[src/psc_pkg.sv]
// ----------------------------------------------------------------------------
// psc_pkg: shared definitions of the payload signature classifier
// Token dictionaries, result codes and the record handed from the byte
// scanner to the result stage.
// ----------------------------------------------------------------------------
`default_nettype none

package psc_pkg;

  localparam int NUM_TOKENS        = 22;
  localparam int TOK_MAX_LEN       = 10;
  localparam int DEF_MAX_TOKEN_LEN = 9;
  localparam int QUEUE_DEPTH       = 2;

  localparam int REQ_FIRST  = 0;
  localparam int REQ_COUNT  = 12;
  localparam int FAM1_FIRST = 12;
  localparam int FAM1_COUNT = 4;
  localparam int FAM2_FIRST = 16;
  localparam int FAM2_COUNT = 6;

  localparam logic [7:0] EOT_BYTE = 8'h04;

  localparam logic [1:0] DIR_UNKNOWN  = 2'd0;
  localparam logic [1:0] DIR_REQUEST  = 2'd1;
  localparam logic [1:0] DIR_RESPONSE = 2'd2;

  localparam logic [1:0] PROTO_NONE = 2'd0;
  localparam logic [1:0] PROTO_FAM1 = 2'd1;
  localparam logic [1:0] PROTO_FAM2 = 2'd2;

  localparam logic [3:0] FWD_TYPE_LO = 4'd3;
  localparam logic [3:0] FWD_TYPE_HI = 4'd5;

  // Token text, first character in the most significant byte, zero padded.
  localparam logic [TOK_MAX_LEN*8-1:0] TOK_TEXT [NUM_TOKENS] = '{
    80'h1B00_0000_0000_0000_0000,
    80'h484F_0000_0000_0000_0000,
    80'h5243_5459_3143_0000_0000,
    80'h5253_454E_3041_0000_0000,
    80'h5241_4441_0000_0000_0000,
    80'h5344_4144_5300_0000_0000,
    80'h5344_4144_4500_0000_0000,
    80'h5344_4144_4300_0000_0000,
    80'h5344_4144_4200_0000_0000,
    80'h5253_5449_3143_0000_0000,
    80'h5353_4D50_3032_3032_4600,
    80'h5241_4443_3134_0000_0000,
    80'h5365_7276_6F2D_7330_0000,
    80'h5365_7276_6F2D_6930_0000,
    80'h5365_7276_6F2D_7331_0000,
    80'h5365_7276_6F2D_6931_0000,
    80'h5365_7276_6F2D_7530_0000,
    80'h5365_7276_6F2D_7531_0000,
    80'h5365_7276_6F2D_6E30_0000,
    80'h5365_7276_6F2D_6E31_0000,
    80'h5365_7276_6F2D_6169_7230,
    80'h5365_7276_6F2D_6169_7231
  };

  localparam int TOK_LEN [NUM_TOKENS] = '{
    1, 2, 6, 6, 4, 5, 5, 5, 5, 6, 9, 6,
    8, 8, 8, 8, 8, 8, 8, 8, 10, 10
  };

  typedef struct packed {
    logic                  empty;
    logic [NUM_TOKENS-1:0] pfx;
    logic [NUM_TOKENS-1:0] sub;
    logic                  eot;
    logic                  peer_req;
    logic [3:0]            peer_type;
  } rec_t;

  function automatic logic [7:0] tok_byte(input int t, input int i);
    logic [TOK_MAX_LEN*8-1:0] txt;
    txt = TOK_TEXT[t];
    return txt[TOK_MAX_LEN*8-1-8*i -: 8];
  endfunction

  // One-based position of the lowest set bit among the first count bits.
  function automatic logic [3:0] lowest_set(input logic [REQ_COUNT-1:0] mask,
                                            input int count);
    logic [3:0] hit;
    hit = 4'd0;
    for (int k = count - 1; k >= 0; k--) begin
      if (mask[k]) begin
        hit = 4'(k + 1);
      end
    end
    return hit;
  endfunction

endpackage

`default_nettype wire

[src/psc_if.sv]
// ----------------------------------------------------------------------------
// psc_if: channel interfaces of the payload signature classifier
// Valid/ready channels for payload bytes in and classification results out.
// ----------------------------------------------------------------------------
`default_nettype none

interface psc_in_if;
  logic       valid;
  logic       ready;
  logic [7:0] payload_byte;
  logic       last_byte;
  logic       empty_payload;
  logic       peer_is_request;
  logic [3:0] peer_type;

  modport source (output valid, payload_byte, last_byte, empty_payload,
                  peer_is_request, peer_type, input ready);
  modport sink (input valid, payload_byte, last_byte, empty_payload,
                peer_is_request, peer_type, output ready);
endinterface

interface psc_out_if;
  logic       valid;
  logic       ready;
  logic [1:0] direction;
  logic [1:0] proto_id;
  logic [3:0] type_id;
  logic [1:0] forward_target;

  modport source (output valid, direction, proto_id, type_id, forward_target,
                  input ready);
  modport sink (input valid, direction, proto_id, type_id, forward_target,
                output ready);
endinterface

`default_nettype wire

[src/payload_signature_classifier.sv]
// ----------------------------------------------------------------------------
// payload_signature_classifier: packet payload classifier
// Input channel in_ch carries one payload byte per beat together with the
// last-byte and empty-payload marks and the peer flow's request flag and
// type. The output channel out_ch carries one classification result for
// each packet: direction, protocol family, type and forward target.
// Bytes are taken at one per cycle while the queue is not full; the scanner
// updates all token compares for each beat. A packet's result, also that
// of an empty-payload beat, passes through the record queue and then the
// result register before it is valid on out_ch.
// A two-entry queue sits between scanner and result stage, so bytes of the
// next packet keep flowing while a result waits. If the receiver holds
// ready low, the result register holds its beat, the queue fills, and
// in_ch.ready drops once two packet records are waiting.
// Reset clears the per-packet scan state, the queue and the output valid;
// in_ch.ready is high as soon as reset has cleared the queue.
// ----------------------------------------------------------------------------
`default_nettype none

module payload_signature_classifier #(
  parameter int MAX_TOKEN_LEN = psc_pkg::DEF_MAX_TOKEN_LEN
) (
  input  wire logic clk,
  input  wire logic rst_n,
  psc_in_if.sink    in_ch,
  psc_out_if.source out_ch
);

  logic          q_push, q_full, q_pop, q_head_valid;
  psc_pkg::rec_t q_data, q_head;

  psc_front #(
    .MAX_TOKEN_LEN(MAX_TOKEN_LEN)
  ) u_front (
    .clk    (clk),
    .rst_n  (rst_n),
    .in_ch  (in_ch),
    .q_full (q_full),
    .q_push (q_push),
    .q_data (q_data)
  );

  psc_queue u_queue (
    .clk        (clk),
    .rst_n      (rst_n),
    .push       (q_push),
    .push_data  (q_data),
    .full       (q_full),
    .pop        (q_pop),
    .head_valid (q_head_valid),
    .head       (q_head)
  );

  psc_back u_back (
    .clk        (clk),
    .rst_n      (rst_n),
    .head_valid (q_head_valid),
    .head       (q_head),
    .pop        (q_pop),
    .out_ch     (out_ch)
  );

endmodule

`default_nettype wire

[src/psc_front.sv]
// ----------------------------------------------------------------------------
// psc_front: payload byte scanner
// Tracks prefix agreement and substring hits of every token one byte per
// beat and pushes a packet record into the queue at the end of a packet.
// ----------------------------------------------------------------------------
`default_nettype none

module psc_front #(
  parameter int MAX_TOKEN_LEN = psc_pkg::DEF_MAX_TOKEN_LEN
) (
  input  wire logic          clk,
  input  wire logic          rst_n,
  psc_in_if.sink             in_ch,
  input  wire logic          q_full,
  output logic               q_push,
  output psc_pkg::rec_t      q_data
);

  localparam int NT       = psc_pkg::NUM_TOKENS;
  localparam int TL       = psc_pkg::TOK_MAX_LEN;
  localparam int HIST_LEN = (MAX_TOKEN_LEN > TL) ? MAX_TOKEN_LEN : TL;
  localparam int CNT_W    = $clog2(HIST_LEN + 1);

  logic [7:0]       hist_r   [HIST_LEN];
  logic [7:0]       hist_nxt [HIST_LEN];
  logic [NT-1:0]    pfx_r, pfx_nxt;
  logic [NT-1:0]    sub_r, sub_nxt;
  logic [CNT_W-1:0] cnt_r, cnt_nxt;
  logic             eot_r, eot_nxt;
  logic             accept;
  logic             same;
  logic [7:0]       b;

  assign in_ch.ready = !q_full;
  assign accept      = in_ch.valid && in_ch.ready;
  assign b           = in_ch.payload_byte;

  always_comb begin
    hist_nxt[0] = b;
    for (int k = 1; k < HIST_LEN; k++) begin
      hist_nxt[k] = hist_r[k-1];
    end
    cnt_nxt = (cnt_r < CNT_W'(HIST_LEN)) ? cnt_r + 1'b1 : cnt_r;
    eot_nxt = eot_r || (b == psc_pkg::EOT_BYTE);

    // Prefix agreement is checked at the position given by the byte count.
    pfx_nxt = pfx_r;
    for (int t = 0; t < NT; t++) begin
      for (int i = 0; i < TL; i++) begin
        if (i < psc_pkg::TOK_LEN[t] && cnt_r == CNT_W'(i) &&
            psc_pkg::tok_byte(t, i) != b) begin
          pfx_nxt[t] = 1'b0;
        end
      end
    end

    // Substring test: the newest bytes must end with the token.
    sub_nxt = sub_r;
    same    = 1'b0;
    for (int t = 0; t < NT; t++) begin
      same = (cnt_nxt >= CNT_W'(psc_pkg::TOK_LEN[t]));
      for (int k = 0; k < TL; k++) begin
        if (k < psc_pkg::TOK_LEN[t]) begin
          if (hist_nxt[k] != psc_pkg::tok_byte(t, psc_pkg::TOK_LEN[t] - 1 - k)) begin
            same = 1'b0;
          end
        end
      end
      if (same) begin
        sub_nxt[t] = 1'b1;
      end
    end
  end

  always_comb begin
    q_push           = accept && (in_ch.empty_payload || in_ch.last_byte);
    q_data.empty     = in_ch.empty_payload;
    q_data.pfx       = pfx_nxt;
    q_data.sub       = sub_nxt;
    q_data.eot       = eot_nxt;
    q_data.peer_req  = in_ch.peer_is_request;
    q_data.peer_type = in_ch.peer_type;
  end

  always_ff @(posedge clk) begin
    if (!rst_n) begin
      pfx_r <= '1;
      sub_r <= '0;
      cnt_r <= '0;
      eot_r <= 1'b0;
    end else if (accept) begin
      if (in_ch.empty_payload || in_ch.last_byte) begin
        pfx_r <= '1;
        sub_r <= '0;
        cnt_r <= '0;
        eot_r <= 1'b0;
      end else begin
        pfx_r <= pfx_nxt;
        sub_r <= sub_nxt;
        cnt_r <= cnt_nxt;
        eot_r <= eot_nxt;
      end
    end
  end

  // History bytes beyond the count are never compared, so they need no clear.
  always_ff @(posedge clk) begin
    if (accept && !in_ch.empty_payload) begin
      hist_r <= hist_nxt;
    end
  end

endmodule

`default_nettype wire

[src/psc_queue.sv]
// ----------------------------------------------------------------------------
// psc_queue: packet record queue
// Short first-in first-out buffer between the byte scanner and the result
// stage.
// ----------------------------------------------------------------------------
`default_nettype none

module psc_queue (
  input  wire logic          clk,
  input  wire logic          rst_n,
  input  wire logic          push,
  input  wire psc_pkg::rec_t push_data,
  output logic               full,
  input  wire logic          pop,
  output logic               head_valid,
  output psc_pkg::rec_t      head
);

  localparam int DEPTH = psc_pkg::QUEUE_DEPTH;
  localparam int PTR_W = (DEPTH > 1) ? $clog2(DEPTH) : 1;
  localparam int CNT_W = $clog2(DEPTH + 1);

  psc_pkg::rec_t    mem_r [DEPTH];
  logic [PTR_W-1:0] wr_ptr_r, rd_ptr_r;
  logic [CNT_W-1:0] count_r;
  logic             do_push, do_pop;

  assign full       = (count_r == CNT_W'(DEPTH));
  assign head_valid = (count_r != '0);
  assign head       = mem_r[rd_ptr_r];
  assign do_push    = push && !full;
  assign do_pop     = pop && head_valid;

  always_ff @(posedge clk) begin
    if (do_push) begin
      mem_r[wr_ptr_r] <= push_data;
    end
  end

  always_ff @(posedge clk) begin
    if (!rst_n) begin
      wr_ptr_r <= '0;
      rd_ptr_r <= '0;
      count_r  <= '0;
    end else begin
      if (do_push) begin
        wr_ptr_r <= (wr_ptr_r == PTR_W'(DEPTH - 1)) ? '0 : wr_ptr_r + 1'b1;
      end
      if (do_pop) begin
        rd_ptr_r <= (rd_ptr_r == PTR_W'(DEPTH - 1)) ? '0 : rd_ptr_r + 1'b1;
      end
      if (do_push && !do_pop) begin
        count_r <= count_r + 1'b1;
      end else if (do_pop && !do_push) begin
        count_r <= count_r - 1'b1;
      end
    end
  end

endmodule

`default_nettype wire

[src/psc_back.sv]
// ----------------------------------------------------------------------------
// psc_back: classification result stage
// Resolves a packet record by dictionary priority and holds the result in
// the output register until the receiver takes it.
// ----------------------------------------------------------------------------
`default_nettype none

module psc_back (
  input  wire logic          clk,
  input  wire logic          rst_n,
  input  wire logic          head_valid,
  input  wire psc_pkg::rec_t head,
  output logic               pop,
  psc_out_if.source          out_ch
);

  localparam int RF = psc_pkg::REQ_FIRST;
  localparam int RC = psc_pkg::REQ_COUNT;
  localparam int F1 = psc_pkg::FAM1_FIRST;
  localparam int C1 = psc_pkg::FAM1_COUNT;
  localparam int F2 = psc_pkg::FAM2_FIRST;
  localparam int C2 = psc_pkg::FAM2_COUNT;

  logic       valid_r;
  logic [1:0] dir_r, dir_nxt;
  logic [1:0] proto_r, proto_nxt;
  logic [3:0] type_r, type_nxt;
  logic [1:0] target_r, target_nxt;
  logic [3:0] req_pfx_hit, req_sub_hit, req_hit;
  logic       fam1_hit, fam2_hit;

  assign pop = head_valid && (!valid_r || out_ch.ready);

  always_comb begin
    req_pfx_hit = psc_pkg::lowest_set(head.pfx[RF +: RC], RC);
    req_sub_hit = psc_pkg::lowest_set(head.sub[RF +: RC], RC);
    req_hit     = (req_pfx_hit != 4'd0) ? req_pfx_hit : req_sub_hit;
    fam1_hit    = (|head.pfx[F1 +: C1]) || (|head.sub[F1 +: C1]);
    fam2_hit    = (|head.pfx[F2 +: C2]) || (|head.sub[F2 +: C2]);

    dir_nxt    = psc_pkg::DIR_UNKNOWN;
    proto_nxt  = psc_pkg::PROTO_NONE;
    type_nxt   = 4'd0;
    target_nxt = psc_pkg::PROTO_NONE;
    if (head.empty) begin
      dir_nxt = psc_pkg::DIR_UNKNOWN;
    end else if (req_hit != 4'd0) begin
      dir_nxt  = psc_pkg::DIR_REQUEST;
      type_nxt = req_hit;
    end else if (head.peer_req && (fam1_hit || fam2_hit)) begin
      dir_nxt   = psc_pkg::DIR_RESPONSE;
      proto_nxt = fam1_hit ? psc_pkg::PROTO_FAM1 : psc_pkg::PROTO_FAM2;
      type_nxt  = head.peer_type;
      if (head.peer_type >= psc_pkg::FWD_TYPE_LO &&
          head.peer_type <= psc_pkg::FWD_TYPE_HI) begin
        target_nxt = proto_nxt;
      end
    end else if (head.eot) begin
      dir_nxt = psc_pkg::DIR_REQUEST;
    end
  end

  always_ff @(posedge clk) begin
    if (!rst_n) begin
      valid_r <= 1'b0;
    end else if (pop) begin
      valid_r <= 1'b1;
    end else if (out_ch.ready) begin
      valid_r <= 1'b0;
    end
  end

  always_ff @(posedge clk) begin
    if (pop) begin
      dir_r    <= dir_nxt;
      proto_r  <= proto_nxt;
      type_r   <= type_nxt;
      target_r <= target_nxt;
    end
  end

  assign out_ch.valid          = valid_r;
  assign out_ch.direction      = dir_r;
  assign out_ch.proto_id       = proto_r;
  assign out_ch.type_id        = type_r;
  assign out_ch.forward_target = target_r;

endmodule

`default_nettype wire

[src/flat_wrapper.sv]
// flat-port wrapper written by rule: the top's interface ports become plain ports
module payload_signature_classifier_flat 
#(
  parameter int MAX_TOKEN_LEN = psc_pkg::DEF_MAX_TOKEN_LEN
)
  (clk, rst_n, in_ch_valid, in_ch_payload_byte, in_ch_last_byte, in_ch_empty_payload, in_ch_peer_is_request, in_ch_peer_type, in_ch_ready, out_ch_valid, out_ch_direction, out_ch_proto_id, out_ch_type_id, out_ch_forward_target, out_ch_ready);
  psc_in_if in_ch_i ();
  psc_out_if out_ch_i ();
  input  wire logic clk;
  input  wire logic rst_n;
  input wire logic [$bits(in_ch_i.valid)-1:0] in_ch_valid;
  input wire logic [$bits(in_ch_i.payload_byte)-1:0] in_ch_payload_byte;
  input wire logic [$bits(in_ch_i.last_byte)-1:0] in_ch_last_byte;
  input wire logic [$bits(in_ch_i.empty_payload)-1:0] in_ch_empty_payload;
  input wire logic [$bits(in_ch_i.peer_is_request)-1:0] in_ch_peer_is_request;
  input wire logic [$bits(in_ch_i.peer_type)-1:0] in_ch_peer_type;
  output wire logic [$bits(in_ch_i.ready)-1:0] in_ch_ready;
  output wire logic [$bits(out_ch_i.valid)-1:0] out_ch_valid;
  output wire logic [$bits(out_ch_i.direction)-1:0] out_ch_direction;
  output wire logic [$bits(out_ch_i.proto_id)-1:0] out_ch_proto_id;
  output wire logic [$bits(out_ch_i.type_id)-1:0] out_ch_type_id;
  output wire logic [$bits(out_ch_i.forward_target)-1:0] out_ch_forward_target;
  input wire logic [$bits(out_ch_i.ready)-1:0] out_ch_ready;
  assign in_ch_i.valid = in_ch_valid;
  assign in_ch_i.payload_byte = in_ch_payload_byte;
  assign in_ch_i.last_byte = in_ch_last_byte;
  assign in_ch_i.empty_payload = in_ch_empty_payload;
  assign in_ch_i.peer_is_request = in_ch_peer_is_request;
  assign in_ch_i.peer_type = in_ch_peer_type;
  assign in_ch_ready = in_ch_i.ready;
  assign out_ch_valid = out_ch_i.valid;
  assign out_ch_direction = out_ch_i.direction;
  assign out_ch_proto_id = out_ch_i.proto_id;
  assign out_ch_type_id = out_ch_i.type_id;
  assign out_ch_forward_target = out_ch_i.forward_target;
  assign out_ch_i.ready = out_ch_ready;
  payload_signature_classifier #(.MAX_TOKEN_LEN(MAX_TOKEN_LEN)) u_core (.clk(clk), .rst_n(rst_n), .in_ch(in_ch_i), .out_ch(out_ch_i));
endmodule
[config.mk]
export PLATFORM = sky130hd
export DESIGN_NAME = payload_signature_classifier_flat
export DESIGN_NICKNAME = d
export VERILOG_FILES = /design/src/psc_pkg.sv /design/src/psc_if.sv /design/src/payload_signature_classifier.sv /design/src/psc_front.sv /design/src/psc_queue.sv /design/src/psc_back.sv /design/src/flat_wrapper.sv
export SDC_FILE = /design/constraint.sdc
export NUM_CORES = 1
export LEC_CHECK = 0
export BUFFER_PORTS_ARGS = -buffer_cell sky130_fd_sc_hd__buf_2
export CAP_MARGIN = 10
export CORE_ASPECT_RATIO = 0.75
export CORE_MARGIN = 4
export CORE_UTILIZATION = 45
export DETAILED_ROUTE_END_ITERATION = 7
export PLACE_DENSITY = 0.69
export RECOVER_POWER = 25
export SYNTH_ARGS = -nofsm -noshare
export SYNTH_HDL_FRONTEND = slang
export SYNTH_SLANG_ARGS = --single-unit
[constraint.sdc]
create_clock -name clk -period 7.51 [get_ports clk]
set_clock_uncertainty 0.2 [all_clocks]
set_input_delay 0.3755 -clock clk [delete_from_list [all_inputs] [get_ports clk]]
set_output_delay 0.3755 -clock clk [all_outputs]
set_load 0.02 [all_outputs]
Word-level counts from Yosys, hierarchy flattened
Memories as Yosys holds them, arrays and structs flattened. A register that Yosys moved wholly into a read port is not among the register bits.
Index checks and enable logic that the tools add are counted.

operators by class
  $add $sub $neg = 5
  multiply operators = 0
  div/mod/pow operators = 0
  $lt $le $gt $ge = 11
  eq/ne operators = 96
  shift-type cells = 0
  mux-type cells = 348
  bitwise gates (word level) = 2
  reductions and logical operators = 84

operator list
  kind                                                 count
  != test 8 x 7 -> 1 bit, second input constant        42
  2-to-1 mux 1 bit                                     313
  != test 7 x 8 -> 1 bit, first input constant         25
  2-to-1 mux 4 bit                                     29
  != test 8 x 6 -> 1 bit, second input constant        11
  logical AND 1 bit                                    60
  2-to-1 mux 22 bit                                    2
  != test 6 x 8 -> 1 bit, first input constant         5
  == test 4 x 3 -> 1 bit, second input constant        4
  >= comparator 4 x 3 -> 1 bit, second input constant  3
  >= comparator 4 bit, second input constant           3
  OR reduction 4 bit                                   3
  OR reduction 6 bit                                   2
  == test 4 x 2 -> 1 bit, second input constant        2
  == test 4 bit, second input constant                 2
  == test 8 x 3 -> 1 bit, second input constant        1
  >= comparator 4 x 2 -> 1 bit, second input constant  2
  2-to-1 mux 2 bit                                     4
  != test 5 x 8 -> 1 bit, first input constant         1
  != test 8 x 5 -> 1 bit, second input constant        1
  nonzero test 4 bit                                   2
  logical OR 1 bit                                     6
  nonzero test 2 bit                                   3
  zero test 1 bit                                      5
  13 further kinds                                     15

word-level totals
  bits in registers = 136
  bits in latches = 0
  bits in writable memories = 102
  memory bits (read-only) = 0
  input port bits = 19
  output and inout bits = 12
  word-level logic and storage cells = 569
  memories = 1

memories
  name                  depth  width  rd ports  clocked after Yosys merged registers in  wr ports  line             source
  u_core.u_queue.mem_r  2      51     1         1                                        1         psc_queue.sv:23  psc_pkg::rec_t mem_r [DEPTH];

Longest topological paths before layout
  depth in word-level cells = 16
  mapped depth = 10
  mapped depth without buffers = 8

Hierarchy
From an unflattened synthesis, not the netlist that was laid out.

unflattened totals
  cells, all modules = 849
  area total of the unflattened synthesis = 10750.3 sq um

by module, submodules not included
  module     instances  cells each  area each (sq um)  seq. area each (sq um)
  psc_front  1          566         5990.7             3143.0
  psc_queue  1          184         3903.7             3163.0
  psc_back   1          99          855.8              320.3

Worst setup path after synthesis
Ideal clock, no wire load.

  kind = reg2reg
  from = reg u_core.u_queue.count_r[0]
  to = mem u_core.u_queue.mem_r[0][0] (netlist bit), enable pin
  library setup time = 0.525 ns
  arrival = 4.465 ns
  required time = 6.785 ns
  setup slack = 2.321 ns
  stages on the path, launching flop included = 4
  buffers on the path = 0
  clock period less this slack = 5.189 ns
  cell sequence = dfxtp_1 nand2b_1 nand2_1 nor3_1

on the way
  longest elaborated chain between the ends = 7

RTL lines
  what                                        line                source
  start, declared                             psc_queue.sv:25     logic [CNT_W-1:0] count_r;
  start signal, assigned                      psc_queue.sv:53     count_r <= count_r + 1'b1;
  start signal, assigned                      psc_queue.sv:55     count_r <= count_r - 1'b1;
  == test 2 bit (*)                           psc_queue.sv:28     assign full = (count_r == CNT_W'(DEPTH));
  zero test 1 bit (*)                         psc_front.sv:34     assign in_ch.ready = !q_full;
  named net in_ch_ready                       flat_wrapper.sv:17  output wire logic [$bits(in_ch_i.ready)-1:0] in_ch_ready;
  logical AND 1 bit                           psc_front.sv:35     assign accept = in_ch.valid && in_ch.ready;
  logical AND 1 bit                           psc_front.sv:76     q_push = accept && (in_ch.empty_payload || in_ch.last_byte);
  logical AND 1 bit (*)                       psc_queue.sv:31     assign do_push = push && !full;
  2-to-1 mux 1 bit (*)                        psc_queue.sv:35     if (do_push) begin
  2-to-1 mux 1 bit (not written as such) (*)  psc_queue.sv:36     mem_r[wr_ptr_r] <= push_data;
  end, declared                               psc_queue.sv:23

Mark *: on every way through the listed nets, which the timed path passes. The rest lies on a longest branch.

==> impl_metrics.toml <==
[run_status]
status = "finished, final reports clean"

[floorplanning]
initial_core_util_pct = 45.6
dieArea_mm2 = 0.0259
die-width_um = 184
die_h_um = 140
ios = 31
num_rows = 48
coreArea_mm2 = 0.0230

[global_route]
grt_usage_pct = 19.2
grt_overflow_total = 0
grt_max_degree = 73
grt_pass1_vias = 6745
grt_pass1_wl_um = 38900
antenna_found_initial = 0

[worst_setup_path]
critPathKind = "input port to flip-flop"
worstPathArrival_ns = 3.21
critPathMaxFanout = 11
critPathCaptureType = "flip-flop"
cp.required_ns = 7.58
critPathLaunchType = "input port"

[cells_and_area]
antenna_cells = 0
postLayoutCellArea_mm2 = 0.0118
final_cells = 1199
area_growth_pct = 12.3
nets = 906
fill_cells = 2021
final_util_pct = 51.3
drive_above_1_share_pct = 10.2

[place]
placed_area_mm2 = 0.0109
dpl.hpwl_um = 17700
portBuffers = 30
routabilityCongestion = 1.00
preCtsSetupSlack_ns = 4.50
dp_cells = 1143

[clock_network]
cts_tree = "built"
cts_root_buf = "clkbuf_16"
cts.sinks = 239
clockBufferDepth = 3
cts_htree_levels = 1
postCtsSetupBuffers = 0
cts_inserted_buffers = 23
path_clk_slew_ns = 0.06
worstSkewPairLatency_ns = 0.52

[synth]
ys_types = 92
async_reset_ff_share_pct = 0
synth_area_per_cell_um2 = 12.6
ys_ff_latch = 239
synth_ff_type = "edfxtp_1"
yosysSeqAreaShare_pct = 63.1
yosysTopAreaCell = "edfxtp_1"
synth_cells = 835
synth_top_area_share_pct = 52.6
netlist_area_mm2 = 0.0105
syn_nets = 859
yosys_warnings = 0
synth_edf_count = 184
synth_area_leaders = "edfxtp_1, dfxtp_1, nor2_1"

[sta]
tightest_slew_ns = 1.11
slew_violations = 0
finalCriticalPeriod_ns = 3.13
clock.fmax_mhz = 319
relSlewSlack_pct = 25.8
finalHoldViolations = 0
min_period_over_period_pct = 41.7
tns_ns = 0
rsz0062_at_grt = "no"
whs_ns = 0.0527
setup_ws_ns = 4.38
setup_viol = 0

[power_and_ir_drop]
power_mw = 3.32
p_leak_nw = 4.11
vdd_drop_max_v = 0.000149
powerDensity_mw_per_mm2 = 281

[drt]
dr.pass1.iters = 5
routed_wirelength_um = 25000
wire_per_inst_um = 20.8
vias = 7236
drt_iter0_drc = 798
route.detailed.drc = 0
ant_nets = 0
viasPerCell = 6.04

[run]
drv_cap = 0

[hold_path]
hp-class = "input port to flip-flop"
kinds of logic after synthesis:
| logic type | synth area share, % |
|---|---|
| flops | 63.1 |
| xor+xnor | 0.334 |
| compound gates | 12.8 |
| fa+ha+maj | 0.596 |
| buf+inv | 2.11 |
| mux | 1.41 |
| simple gates | 19.6 |
metal layers:
layer / vias to the layer above / GRT usage (%) / share of wire [%]
li1: 3356 / - / -
met5: - / 0 / 0
met4: 0 / 4.63 / 2.3
met3: 48 / 4.62 / 10
met2: 316 / 25.6 / 39
met1: 3516 / 31.2 / 48
power by group:
| group | switching [mW] | total, mW | internal (mW) |
|---|---|---|---|
| Clock | 0.482 | 1.12 | 0.639 |
| Sequential | 0.0868 | 1.70 | 1.61 |
| Combinational | 0.328 | 0.497 | 0.169 |
| Total | 0.897 | 3.32 | 2.42 |
cell type report:
type	count	area, um2	area share [%]
clock inverters	9	56.3	0.477
inverters	17	63.8	0.541
well taps	300	375	3.18
flip-flops and latches	239	6630	56.2
multi-input cells	549	3670	31.1
clock buffers	33	684	5.80
repair buffers	52	317	2.68
synth_stat cells (all sizes together) (7+ instances only):
library cell,count
a211o,10
a21o,11
a21oi,31
a31oi,8
and2,18
buf,17
clkbuf,13
dfxtp,55
edfxtp,184
inv,17
mux2i,8
nand2,46
nand2b,10
nand3,15
nand4,17
nor2,78
nor2b,17
nor3,30
nor3b,16
nor4,21
nor4b,9
nor4bb,7
o211a,12
o21ai,39
o21bai,9
state kept, by name, summed over array words and instances, names as in the netlist, 2 cells and up, named ones only:
register                             cells
u_core.u_back.out_ch.direction           2
u_core.u_back.out_ch.forward_target      2
u_core.u_back.out_ch.proto_id            2
u_core.u_front.cnt_r                     4
u_core.u_queue.count_r                   2
u_core.u_front.hist_nxt                 72
u_core.u_queue.mem_r                   102
u_core.u_front.pfx_r                    22
u_core.u_front.sub_r                    22
u_core.u_back.out_ch.type_id             4
critical path: stages:
cell and delay, ns:
dlygate4sd3_1 0.53, clkbuf_1 0.23, nor4b_1 0.80, and3_1 0.48, o221ai_1 0.34, nor3b_1 0.44
worst paths after layout:
path / endpoint / start / slack, ns / cells after the start
setup / recovery: u_core.u_queue.mem_r[1][36]$_DFFE_PP_ / in_ch_payload_byte[4] / 4.38 / 6
setup reg to reg: u_core.u_back.out_ch.type_id[3]$_SDFFCE_PP0P_ / flip-flop / 4.44 / 7
hold / removal: u_core.u_back.out_ch.valid$_SDFFE_PN0P_ / out_ch_ready / 0.05 / 3
hold reg to reg: u_core.u_front.hist_nxt[14]$_DFFE_PP_ / u_core.u_front.hist_nxt[22]$_DFFE_PP_ / 0.24 / 0
cell usage in the layout (no fill, tap or decap), types with 18 or more instances in the layout:
cell type	instances
a21oi_1	30
clkbuf_1	31
clkbuf_16	24
dfxtp_1	54
edfxtp_1	184
nand2_1	46
nor2_1	76
nor3_1	26
nor4_1	18
o21ai_0	35
what timing repair did:
item,in CTS,in global routing
hold buffers,14,0
gates resized for setup,0,0
endpoints found under the hold margin,21,0
No activity file was read; power rests on OpenSTA's default activity.
